$ cat config.mk
export PLATFORM = sky130hd
export DESIGN_NAME = ordered_keyed_task_table
export DESIGN_NICKNAME = d
export VERILOG_FILES = /design/src/rtl/core/okt_pkg.sv /design/src/rtl/core/okt_cell.sv /design/src/rtl/core/okt_chain.sv /design/src/rtl/core/ordered_keyed_task_table.sv
export SDC_FILE = /design/constraint.sdc
export NUM_CORES = 2
export LEC_CHECK = 0
export BUFFER_PORTS_ARGS = -buffer_cell sky130_fd_sc_hd__buf_2
export CAP_MARGIN = 25
export CORE_MARGIN = 1
export CORE_UTILIZATION = 60
export DETAILED_ROUTE_END_ITERATION = 16
export PLACE_DENSITY = 0.82
export SLEW_MARGIN = 20
export SYNTH_ARGS = -nofsm -noshare
export SYNTH_HDL_FRONTEND = slang
export SYNTH_HIERARCHICAL = 1
export SYNTH_SLANG_ARGS = --single-unit
$ cat constraint.sdc
create_clock -name aclk -period 4.8 [get_ports aclk]
set_clock_uncertainty 0.05 [all_clocks]
set_input_delay 0.72 -clock aclk [delete_from_list [all_inputs] [get_ports aclk]]
set_output_delay 0.72 -clock aclk [all_outputs]
set_load 0.005 [all_outputs]
$ cat src/rtl/core/okt_pkg.sv
package okt_pkg;

    localparam int DEPTH       = 16;
    localparam int PRIO_LEVELS = 3;

    localparam int IDX_W  = $clog2(DEPTH);
    localparam int CNT_W  = $clog2(DEPTH + 1);
    localparam int FUNC_W = 3;
    localparam int KEY_W  = 16;
    localparam int PRI_W  = 2;
    localparam int PAY_W  = 32;
    localparam int STAT_W = 3;

    localparam logic [FUNC_W-1:0] F_INSERT   = 3'd0;
    localparam logic [FUNC_W-1:0] F_REM_KEY  = 3'd1;
    localparam logic [FUNC_W-1:0] F_REM_PRIO = 3'd2;
    localparam logic [FUNC_W-1:0] F_LIST     = 3'd3;
    localparam logic [FUNC_W-1:0] F_SEARCH   = 3'd4;

    localparam logic [STAT_W-1:0] ST_OK       = 3'd0;
    localparam logic [STAT_W-1:0] ST_DUP      = 3'd1;
    localparam logic [STAT_W-1:0] ST_NOTFOUND = 3'd2;
    localparam logic [STAT_W-1:0] ST_EMPTY    = 3'd3;
    localparam logic [STAT_W-1:0] ST_FULL     = 3'd4;

    typedef struct packed {
        logic [FUNC_W-1:0] func;
        logic [KEY_W-1:0]  key;
        logic [PRI_W-1:0]  priority_req;
        logic [PAY_W-1:0]  payload;
    } in_item_t;

    typedef struct packed {
        logic [STAT_W-1:0] status;
        logic [KEY_W-1:0]  out_key;
        logic [PRI_W-1:0]  out_priority;
        logic [PAY_W-1:0]  out_payload;
        logic              last;
    } out_item_t;

    typedef struct packed {
        logic [KEY_W-1:0] key;
        logic [PRI_W-1:0] prio;
        logic [PAY_W-1:0] payload;
    } entry_t;

    // Per-cycle control of the cell ring
    typedef struct packed {
        logic             rotate;
        logic             shift;
        logic             wr_en;
        logic [IDX_W-1:0] wr_idx;
        entry_t           wr_entry;
    } chain_ctrl_t;

    function automatic logic [PRI_W-1:0] clamp_prio(input logic [PRI_W-1:0] p);
        logic [PRI_W-1:0] r;
        r = p;
        if (p == '0) begin
            r = PRI_W'(1);
        end else if (p > PRI_W'(PRIO_LEVELS)) begin
            r = PRI_W'(PRIO_LEVELS);
        end
        return r;
    endfunction

endpackage

$ cat src/rtl/core/okt_cell.sv
module okt_cell (
    input  logic                  aclk,
    input  logic                  take_next,
    input  logic                  wr_en,
    input  okt_pkg::entry_t       nb_entry,
    input  okt_pkg::entry_t       wr_entry,
    input  logic [okt_pkg::KEY_W-1:0] q_key,
    input  logic [okt_pkg::PRI_W-1:0] q_prio,
    output okt_pkg::entry_t       entry,
    output logic                  key_hit,
    output logic                  prio_hit
);
    import okt_pkg::*;

    entry_t entry_reg;
    entry_t entry_next;

    always_comb begin
        entry_next = entry_reg;
        if (take_next) begin
            entry_next = nb_entry;
        end else if (wr_en) begin
            entry_next = wr_entry;
        end
    end

    always_ff @(posedge aclk) begin
        entry_reg <= entry_next;
    end

    assign entry    = entry_reg;
    assign key_hit  = (entry_reg.key == q_key);
    assign prio_hit = (entry_reg.prio == q_prio);

endmodule

$ cat src/rtl/core/okt_chain.sv
module okt_chain (
    input  logic                          aclk,
    input  okt_pkg::chain_ctrl_t          ctrl,
    input  logic [okt_pkg::DEPTH-1:0]     first,
    input  logic [okt_pkg::CNT_W-1:0]     count,
    input  logic [okt_pkg::KEY_W-1:0]     q_key,
    input  logic [okt_pkg::PRI_W-1:0]     q_prio,
    output logic [okt_pkg::DEPTH-1:0]     key_hit,
    output logic [okt_pkg::DEPTH-1:0]     prio_hit,
    output okt_pkg::entry_t               head,
    output okt_pkg::entry_t               sel
);
    import okt_pkg::*;

    entry_t             ent [DEPTH];
    logic [DEPTH-1:0]   raw_key_hit;
    logic [DEPTH-1:0]   raw_prio_hit;
    logic [DEPTH:0]     seen;

    assign seen[0] = 1'b0;

    genvar i;
    generate
        for (i = 0; i < DEPTH; i++) begin : g_cell
            localparam int NB = (i + 1) % DEPTH;
            logic at_or_after;
            logic valid;

            // cells at and behind the removed one pull from their neighbor
            assign seen[i+1]   = seen[i] | first[i];
            assign at_or_after = seen[i+1];
            assign valid       = (count > CNT_W'(i));

            okt_cell u_cell (
                .aclk      (aclk),
                .take_next (ctrl.rotate | (ctrl.shift & at_or_after)),
                .wr_en     (ctrl.wr_en && (ctrl.wr_idx == IDX_W'(i))),
                .nb_entry  (ent[NB]),
                .wr_entry  (ctrl.wr_entry),
                .q_key     (q_key),
                .q_prio    (q_prio),
                .entry     (ent[i]),
                .key_hit   (raw_key_hit[i]),
                .prio_hit  (raw_prio_hit[i])
            );

            assign key_hit[i]  = raw_key_hit[i] & valid;
            assign prio_hit[i] = raw_prio_hit[i] & valid;
        end
    endgenerate

    always_comb begin
        sel = '0;
        for (int k = 0; k < DEPTH; k++) begin
            sel = sel | (ent[k] & {$bits(entry_t){first[k]}});
        end
    end

    assign head = ent[0];

endmodule

$ cat src/rtl/core/ordered_keyed_task_table.sv
// Insertion-ordered table of up to DEPTH entries (unique 16-bit key, priority
// 1..PRIO_LEVELS, 32-bit payload) kept in a ring of cells. Insert, remove by
// key, remove by priority and search each pass through accept, parallel
// match over all cells and execute, in that order, plus any wait on
// m_ready; removal closes the gap by shifting the cells behind the match one
// step in that execute cycle. List uses the same accept, match and execute
// steps and then walks the ring once per priority level, one cell per cycle
// through the head cell while the ring is not held for m_ready, and ends
// early after the level that holds the last entry; it emits one result per
// entry, last set on the final one. No new transaction is accepted until the
// current one has placed its final result in the output register.
module ordered_keyed_task_table (
    input  logic                aclk,
    input  logic                aresetn,
    input  logic                s_valid,
    output logic                s_ready,
    input  okt_pkg::in_item_t   s_item,
    output logic                m_valid,
    input  logic                m_ready,
    output okt_pkg::out_item_t  m_item
);
    import okt_pkg::*;

    localparam logic [1:0] S_IDLE  = 2'd0;
    localparam logic [1:0] S_MATCH = 2'd1;
    localparam logic [1:0] S_EXEC  = 2'd2;
    localparam logic [1:0] S_LIST  = 2'd3;

    logic [1:0]       state_reg, state_next;
    logic [CNT_W-1:0] count_reg, count_next;
    logic [CNT_W-1:0] emitted_reg, emitted_next;
    logic [IDX_W-1:0] pos_reg, pos_next;
    logic [PRI_W-1:0] lvl_reg, lvl_next;
    logic [DEPTH-1:0] hit_reg, hit_next;
    in_item_t         op_reg, op_next;
    logic             m_valid_reg;
    out_item_t        m_item_reg;

    chain_ctrl_t      ctrl;
    logic [DEPTH-1:0] first;
    logic [DEPTH-1:0] key_hit;
    logic [DEPTH-1:0] prio_hit;
    entry_t           head;
    entry_t           sel;
    logic             out_free;
    logic             ld;
    out_item_t        res;
    logic             head_match;

    // lowest set bit: first match in insertion order
    assign first = hit_reg & (~hit_reg + DEPTH'(1));

    okt_chain u_chain (
        .aclk     (aclk),
        .ctrl     (ctrl),
        .first    (first),
        .count    (count_reg),
        .q_key    (op_reg.key),
        .q_prio   (op_reg.priority_req),
        .key_hit  (key_hit),
        .prio_hit (prio_hit),
        .head     (head),
        .sel      (sel)
    );

    assign out_free   = !m_valid_reg || m_ready;
    assign s_ready    = (state_reg == S_IDLE);
    assign head_match = ({1'b0, pos_reg} < count_reg) && (head.prio == lvl_reg);

    always_comb begin
        state_next   = state_reg;
        count_next   = count_reg;
        emitted_next = emitted_reg;
        pos_next     = pos_reg;
        lvl_next     = lvl_reg;
        hit_next     = hit_reg;
        op_next      = op_reg;
        ctrl         = '0;
        ld           = 1'b0;
        res          = '0;
        case (state_reg)
            S_IDLE: begin
                if (s_valid) begin
                    op_next    = s_item;
                    state_next = S_MATCH;
                end
            end
            S_MATCH: begin
                hit_next   = (op_reg.func == F_REM_PRIO) ? prio_hit : key_hit;
                state_next = S_EXEC;
            end
            S_EXEC: begin
                if (out_free) begin
                    state_next = S_IDLE;
                    res.last   = 1'b1;
                    case (op_reg.func)
                        F_INSERT: begin
                            ld = 1'b1;
                            if (|hit_reg) begin
                                res.status = ST_DUP;
                            end else if (count_reg == CNT_W'(DEPTH)) begin
                                res.status = ST_FULL;
                            end else begin
                                res.status            = ST_OK;
                                res.out_key           = op_reg.key;
                                res.out_priority      = clamp_prio(op_reg.priority_req);
                                res.out_payload       = op_reg.payload;
                                ctrl.wr_en            = 1'b1;
                                ctrl.wr_idx           = count_reg[IDX_W-1:0];
                                ctrl.wr_entry.key     = op_reg.key;
                                ctrl.wr_entry.prio    = clamp_prio(op_reg.priority_req);
                                ctrl.wr_entry.payload = op_reg.payload;
                                count_next            = count_reg + CNT_W'(1);
                            end
                        end
                        F_REM_KEY, F_REM_PRIO, F_SEARCH: begin
                            ld = 1'b1;
                            if (count_reg == '0) begin
                                res.status = ST_EMPTY;
                            end else if (!(|hit_reg)) begin
                                res.status = ST_NOTFOUND;
                            end else begin
                                res.status       = ST_OK;
                                res.out_key      = sel.key;
                                res.out_priority = sel.prio;
                                res.out_payload  = sel.payload;
                                if (op_reg.func != F_SEARCH) begin
                                    ctrl.shift = 1'b1;
                                    count_next = count_reg - CNT_W'(1);
                                end
                            end
                        end
                        F_LIST: begin
                            if (count_reg == '0) begin
                                ld         = 1'b1;
                                res.status = ST_EMPTY;
                            end else begin
                                state_next   = S_LIST;
                                pos_next     = '0;
                                lvl_next     = PRI_W'(1);
                                emitted_next = '0;
                            end
                        end
                        default: begin
                        end
                    endcase
                end
            end
            S_LIST: begin
                // hold the ring while a matching head waits for the output
                if (!(head_match && !out_free)) begin
                    ctrl.rotate = 1'b1;
                    pos_next    = pos_reg + IDX_W'(1);
                    if (head_match) begin
                        ld               = 1'b1;
                        res.status       = ST_OK;
                        res.out_key      = head.key;
                        res.out_priority = head.prio;
                        res.out_payload  = head.payload;
                        res.last         = ((emitted_reg + CNT_W'(1)) == count_reg);
                        emitted_next     = emitted_reg + CNT_W'(1);
                    end
                    if (pos_reg == IDX_W'(DEPTH - 1)) begin
                        lvl_next = lvl_reg + PRI_W'(1);
                        if ((lvl_reg == PRI_W'(PRIO_LEVELS)) || (emitted_next == count_reg)) begin
                            state_next = S_IDLE;
                        end
                    end
                end
            end
            default: begin
                state_next = S_IDLE;
            end
        endcase
    end

    always_ff @(posedge aclk) begin
        if (!aresetn) begin
            state_reg   <= S_IDLE;
            count_reg   <= '0;
            m_valid_reg <= 1'b0;
        end else begin
            state_reg <= state_next;
            count_reg <= count_next;
            if (ld) begin
                m_valid_reg <= 1'b1;
            end else if (m_ready) begin
                m_valid_reg <= 1'b0;
            end
        end
    end

    always_ff @(posedge aclk) begin
        emitted_reg <= emitted_next;
        pos_reg     <= pos_next;
        lvl_reg     <= lvl_next;
        hit_reg     <= hit_next;
        op_reg      <= op_next;
        if (ld) begin
            m_item_reg <= res;
        end
    end

    assign m_valid = m_valid_reg;
    assign m_item  = m_item_reg;

    a_count_bound: assert property (@(posedge aclk) disable iff (!aresetn)
        count_reg <= CNT_W'(DEPTH))
        else $error("entry count above table depth");

    a_unique_key: assert property (@(posedge aclk) disable iff (!aresetn)
        (state_reg == S_EXEC && op_reg.func != F_REM_PRIO) |-> $onehot0(hit_reg))
        else $error("more than one cell holds the same key");

    a_nonlast_in_list: assert property (@(posedge aclk) disable iff (!aresetn)
        (m_valid && !m_item.last) |-> (state_reg == S_LIST))
        else $error("non-final result outside a list transaction");

    a_ring_restored: assert property (@(posedge aclk) disable iff (!aresetn)
        $fell(state_reg == S_LIST) |-> (pos_reg == '0))
        else $error("list ended with the ring out of order");

    a_list_progress: assert property (@(posedge aclk) disable iff (!aresetn)
        (state_reg == S_LIST) |-> (emitted_reg <= count_reg))
        else $error("list emitted more results than entries");

endmodule

==> key figures <==
Outcome
  • Status: completed

Placement
  • RePlAce Congestion: between 0.9 and 1
  • Hpwl dp: slightly below 100 mm
  • Port Buffer Count: around 110

Floorplanning
  • Core Rows: 108
  • Core area: roughly 87,000 um2
  • Starting density of the core: about three fifths
  • Die Area: just under 90,000 um2
  • Die X: 297.7 um
  • Die Ht: just under 300 um
  • Ports: approximately 110

Global routing
  • Met3 Usage GRT: a little over a tenth
  • Initial antenna violation count: 4
  • Grt ovf: 0
  • Largest net degree at the start of global routing: 55
  • Overall routing resource usage: about 37%
  • Vias in the first global route: 33,970
  • Met2 Usage GRT: ~54%
  • First-pass GRT wire length: 239.0 mm
  • Met1 Use GR: between 40% and 50%
  • Top Usage Layer GRT: met2

Synth
  • Syn nets: 3,315
  • Sequential-to-total area share from yosys stat: a little over half
  • Post-Syn Instances: approximately 3,200
  • Number of synthesis warnings: 6
  • Synth cell count leaders: edfxtp_1 (934), mux2_4 (784), xnor2_1 (270)
  • Synth cell types: 69
  • Cell Area, Synth: between 50,000 and 60,000 um2
  • Main flop type after synthesis: edfxtp_1
  • Ys async rst share: 0%
  • Number of synthesized register bits: 942
  • Number of synthesized flops with an enable pin: between 900 and 1,000
  • Leading area contributor after synthesis: edfxtp_1
  • Most frequent cell after synthesis: edfxtp_1
  • Post-synth top area share: a little over half
  • Syn_area_per_cell: 16.15 um2
  • Synth area leaders: edfxtp_1 (53%), mux2_4 (22%), xnor2_1 (4.5%)

STA
  • Minimum clock period: between 4 and 5 ns
  • RSZ-0062 raised after global routing: false
  • Worst slew pin tran: between 1 and 1.5 ns
  • Final hold vios: 0
  • Fmax: around 240 MHz
  • Slew margin rel.: around a fifth
  • Final setup vio count: 0
  • Slew Viols, Final: 0
  • Period utilisation layout: between 80% and 90%
  • Fin Setup TNS: 0 ns

Setup path
  • RR Startpoint: pos_reg[2]$_SDFFCE_PN0P_
  • R2r worst-path depth: 11
  • Launch point of the worst path: pos_reg[2]$_SDFFCE_PN0P_
  • Startpoint types: flop
  • Data required time of the worst path: between 5 and 6 ns
  • Kind of critical path: flop to flop
  • CP arrival: roughly 4.5 ns
  • CP endpoint kind: flop
  • Worst R2R Setup Slack: 0.63 ns
  • End of the critical path: u_chain/g_cell[9].u_cell/entry[34]$_DFFE_PP_
  • RR Endpoint: u_chain/g_cell[9].u_cell/entry[34]$_DFFE_PP_
  • Critical path peak fanout: 18

Power
  • Maximum VDD drop: between 0.3 and 0.4 mV
  • Leakage: between 15 and 20 nW
  • Power Dens Cells: 443.6 nW/um2
  • Tot Pwr: 0.02524 W

Clock network
  • TritonCTS clock tree: done
  • Cts hold-fix bufs: 0
  • Clock latency at the later pin of the worst-skew pair: about 0.73 ns
  • Root Driver: clkbuf_16
  • Clk buf depth: 3
  • Post-CTS Setup Bufs: 0
  • CTS buffer count: 103
  • Clk sink count: between 900 and 1,000
  • Resize count post-CTS: 0
  • Clk pin slew, worst setup/hold paths: roughly 0.060 ns
  • H-tree Lvls: 3

Routing
  • Antenna Nets Post-Route: 0
  • WL final: 166.9 mm
  • DRC Markers: 0
  • 1st-pass router iterations: 8
  • Vias per inst: roughly 7.5
  • DR iter-0 viols: about 5,800
  • Total number of vias: between 30,000 and 40,000
  • Routed length per instance: approximately 36 um

Job
  • Max Cap Violations: 0

Cells and area
  • Max FFs per register: 800
  • Area growth, synth to finish: 8.467%
  • Nets: approximately 3,400
  • Layout cells sized above 1: roughly 37%
  • Final-layout fill cell count: between 5,000 and 6,000
  • Antenna diode count: 0

Worst hold path
  • Hold Crit Class: primary input to flop
==> worst max-delay path, cell delays in order (launching register included) <==
cell,delay (ns)
edfxtp_1,0.43
ha_1,0.33
nand2_1,0.05
o21ai_0,0.26
a31o_1,0.41
nor2_1,0.12
nor2_1,0.18
buf_4,0.21
nor2_2,0.19
nor2_4,0.62
or2_4,0.69
buf_4,0.34
==> worst min-delay path by stage <==
stage | slack [ns] | cells after the start | startpoint | to
3_5_place_dp | 0.51 | 1 | u_chain/g_cell[11].u_cell/entry[10]$_DFFE_PP_ | u_chain/g_cell[10].u_cell/entry[10]$_DFFE_PP_
2_1_floorplan | 0.46 | 2 | count_reg[3]$_SDFFE_PN0P_ | count_reg[3]$_SDFFE_PN0P_
6_report | 0.12 | 1 | s_item[46] | op_reg[46]$_DFFE_PP_
4_1_cts | 0.11 | 1 | s_item[46] | op_reg[46]$_DFFE_PP_
3_3_place_gp | 0.51 | 3 | count_reg[4]$_SDFFE_PN0P_ | count_reg[4]$_SDFFE_PN0P_
5_1_grt | 0.11 | 1 | s_item[36] | op_reg[36]$_DFFE_PP_
==> cell usage in the layout, fill, tap and decap left out, types with 5 or more instances in the layout <==
cell	count
edfxtp_1	934
mux2_4	784
xnor2_1	270
a22o_1	201
a221oi_1	200
nand4_1	116
buf_2	114
clkbuf_16	103
buf_4	94
nor2_1	56
and3_1	51
a221o_1	50
xor2_1	40
mux2_2	32
nor2b_1	30
clkinv_1	26
clkbuf_1	23
nor4_1	20
buf_12	19
nand2_1	18
clkinv_2	18
or2_4	16
nor3_1	14
nand3_1	12
inv_1	12
and2_1	12
a21oi_1	11
o21ai_0	10
nand2b_1	9
ha_1	9
bufinv_16	8
dfxtp_1	8
a21o_1	6
a21oi_4	6
a31oi_1	5
nor3b_2	5
nand2b_4	5
==> cell families after synthesis <==
| logic type | Yosys count | synth area share [%] |
|---|---|---|
| XOR/XNOR | 310 | 5.175 |
| buffers and inverters | 245 | 4.546 |
| adder cells (fa/ha/maj) | 10 | 0.2528 |
| AND/OR/NAND/NOR | 404 | 4.574 |
| AO/OA/AOI/OAI | 517 | 8.483 |
| multiplexers | 820 | 23.20 |
| flip-flops | 942 | 53.77 |
==> area by class of cell <==
cell class	instances	area, um2	area share (%)
sequential	942	28210	49.57
multi-input combinational	2061	22190	39.00
clock buffer	126	2664	4.681
timing repair buffer	228	1684	2.960
tap	1155	1445	2.540
clock inverter	66	664.4	1.168
inverter	13	48.80	0.08575
==> report_power, final <==
part	switching, W	total, W	internal [W]	leakage, nW
Combinational	0.00343	0.00593	0.00250	9.46
Sequential	0.000967	0.0114	0.0104	8.76
Clock	0.00352	0.00794	0.00442	1.61
==> through the flow <==
stage | instance area (um2) | setup slack (ns) | utilization [%] | cells | hold WS (ns)
after CTS | 56840 | 0.7315 | 65.63 | 4588 | 0.1149
after floorplan | 52460 | 0.3620 | - | 3248 | 0.4641
after global routing | 56900 | 0.5754 | 65.69 | 4591 | 0.1133
after global placement | 53510 | 0.7266 | 61.78 | 4395 | 0.5060
final | 56900 | 0.6313 | 65.69 | 4591 | 0.1211
after detailed placement | 53520 | 0.7001 | 61.78 | 4396 | 0.5147
==> metal layers <==
layer  up-vias  share of wire [%]
met5         -              0.011
met4         2                6.7
met3       756                 15
met2      3281                 43
met1     16910                 35
li1      13270                  -
Note: power is estimated with default switching activity, not from simulation.
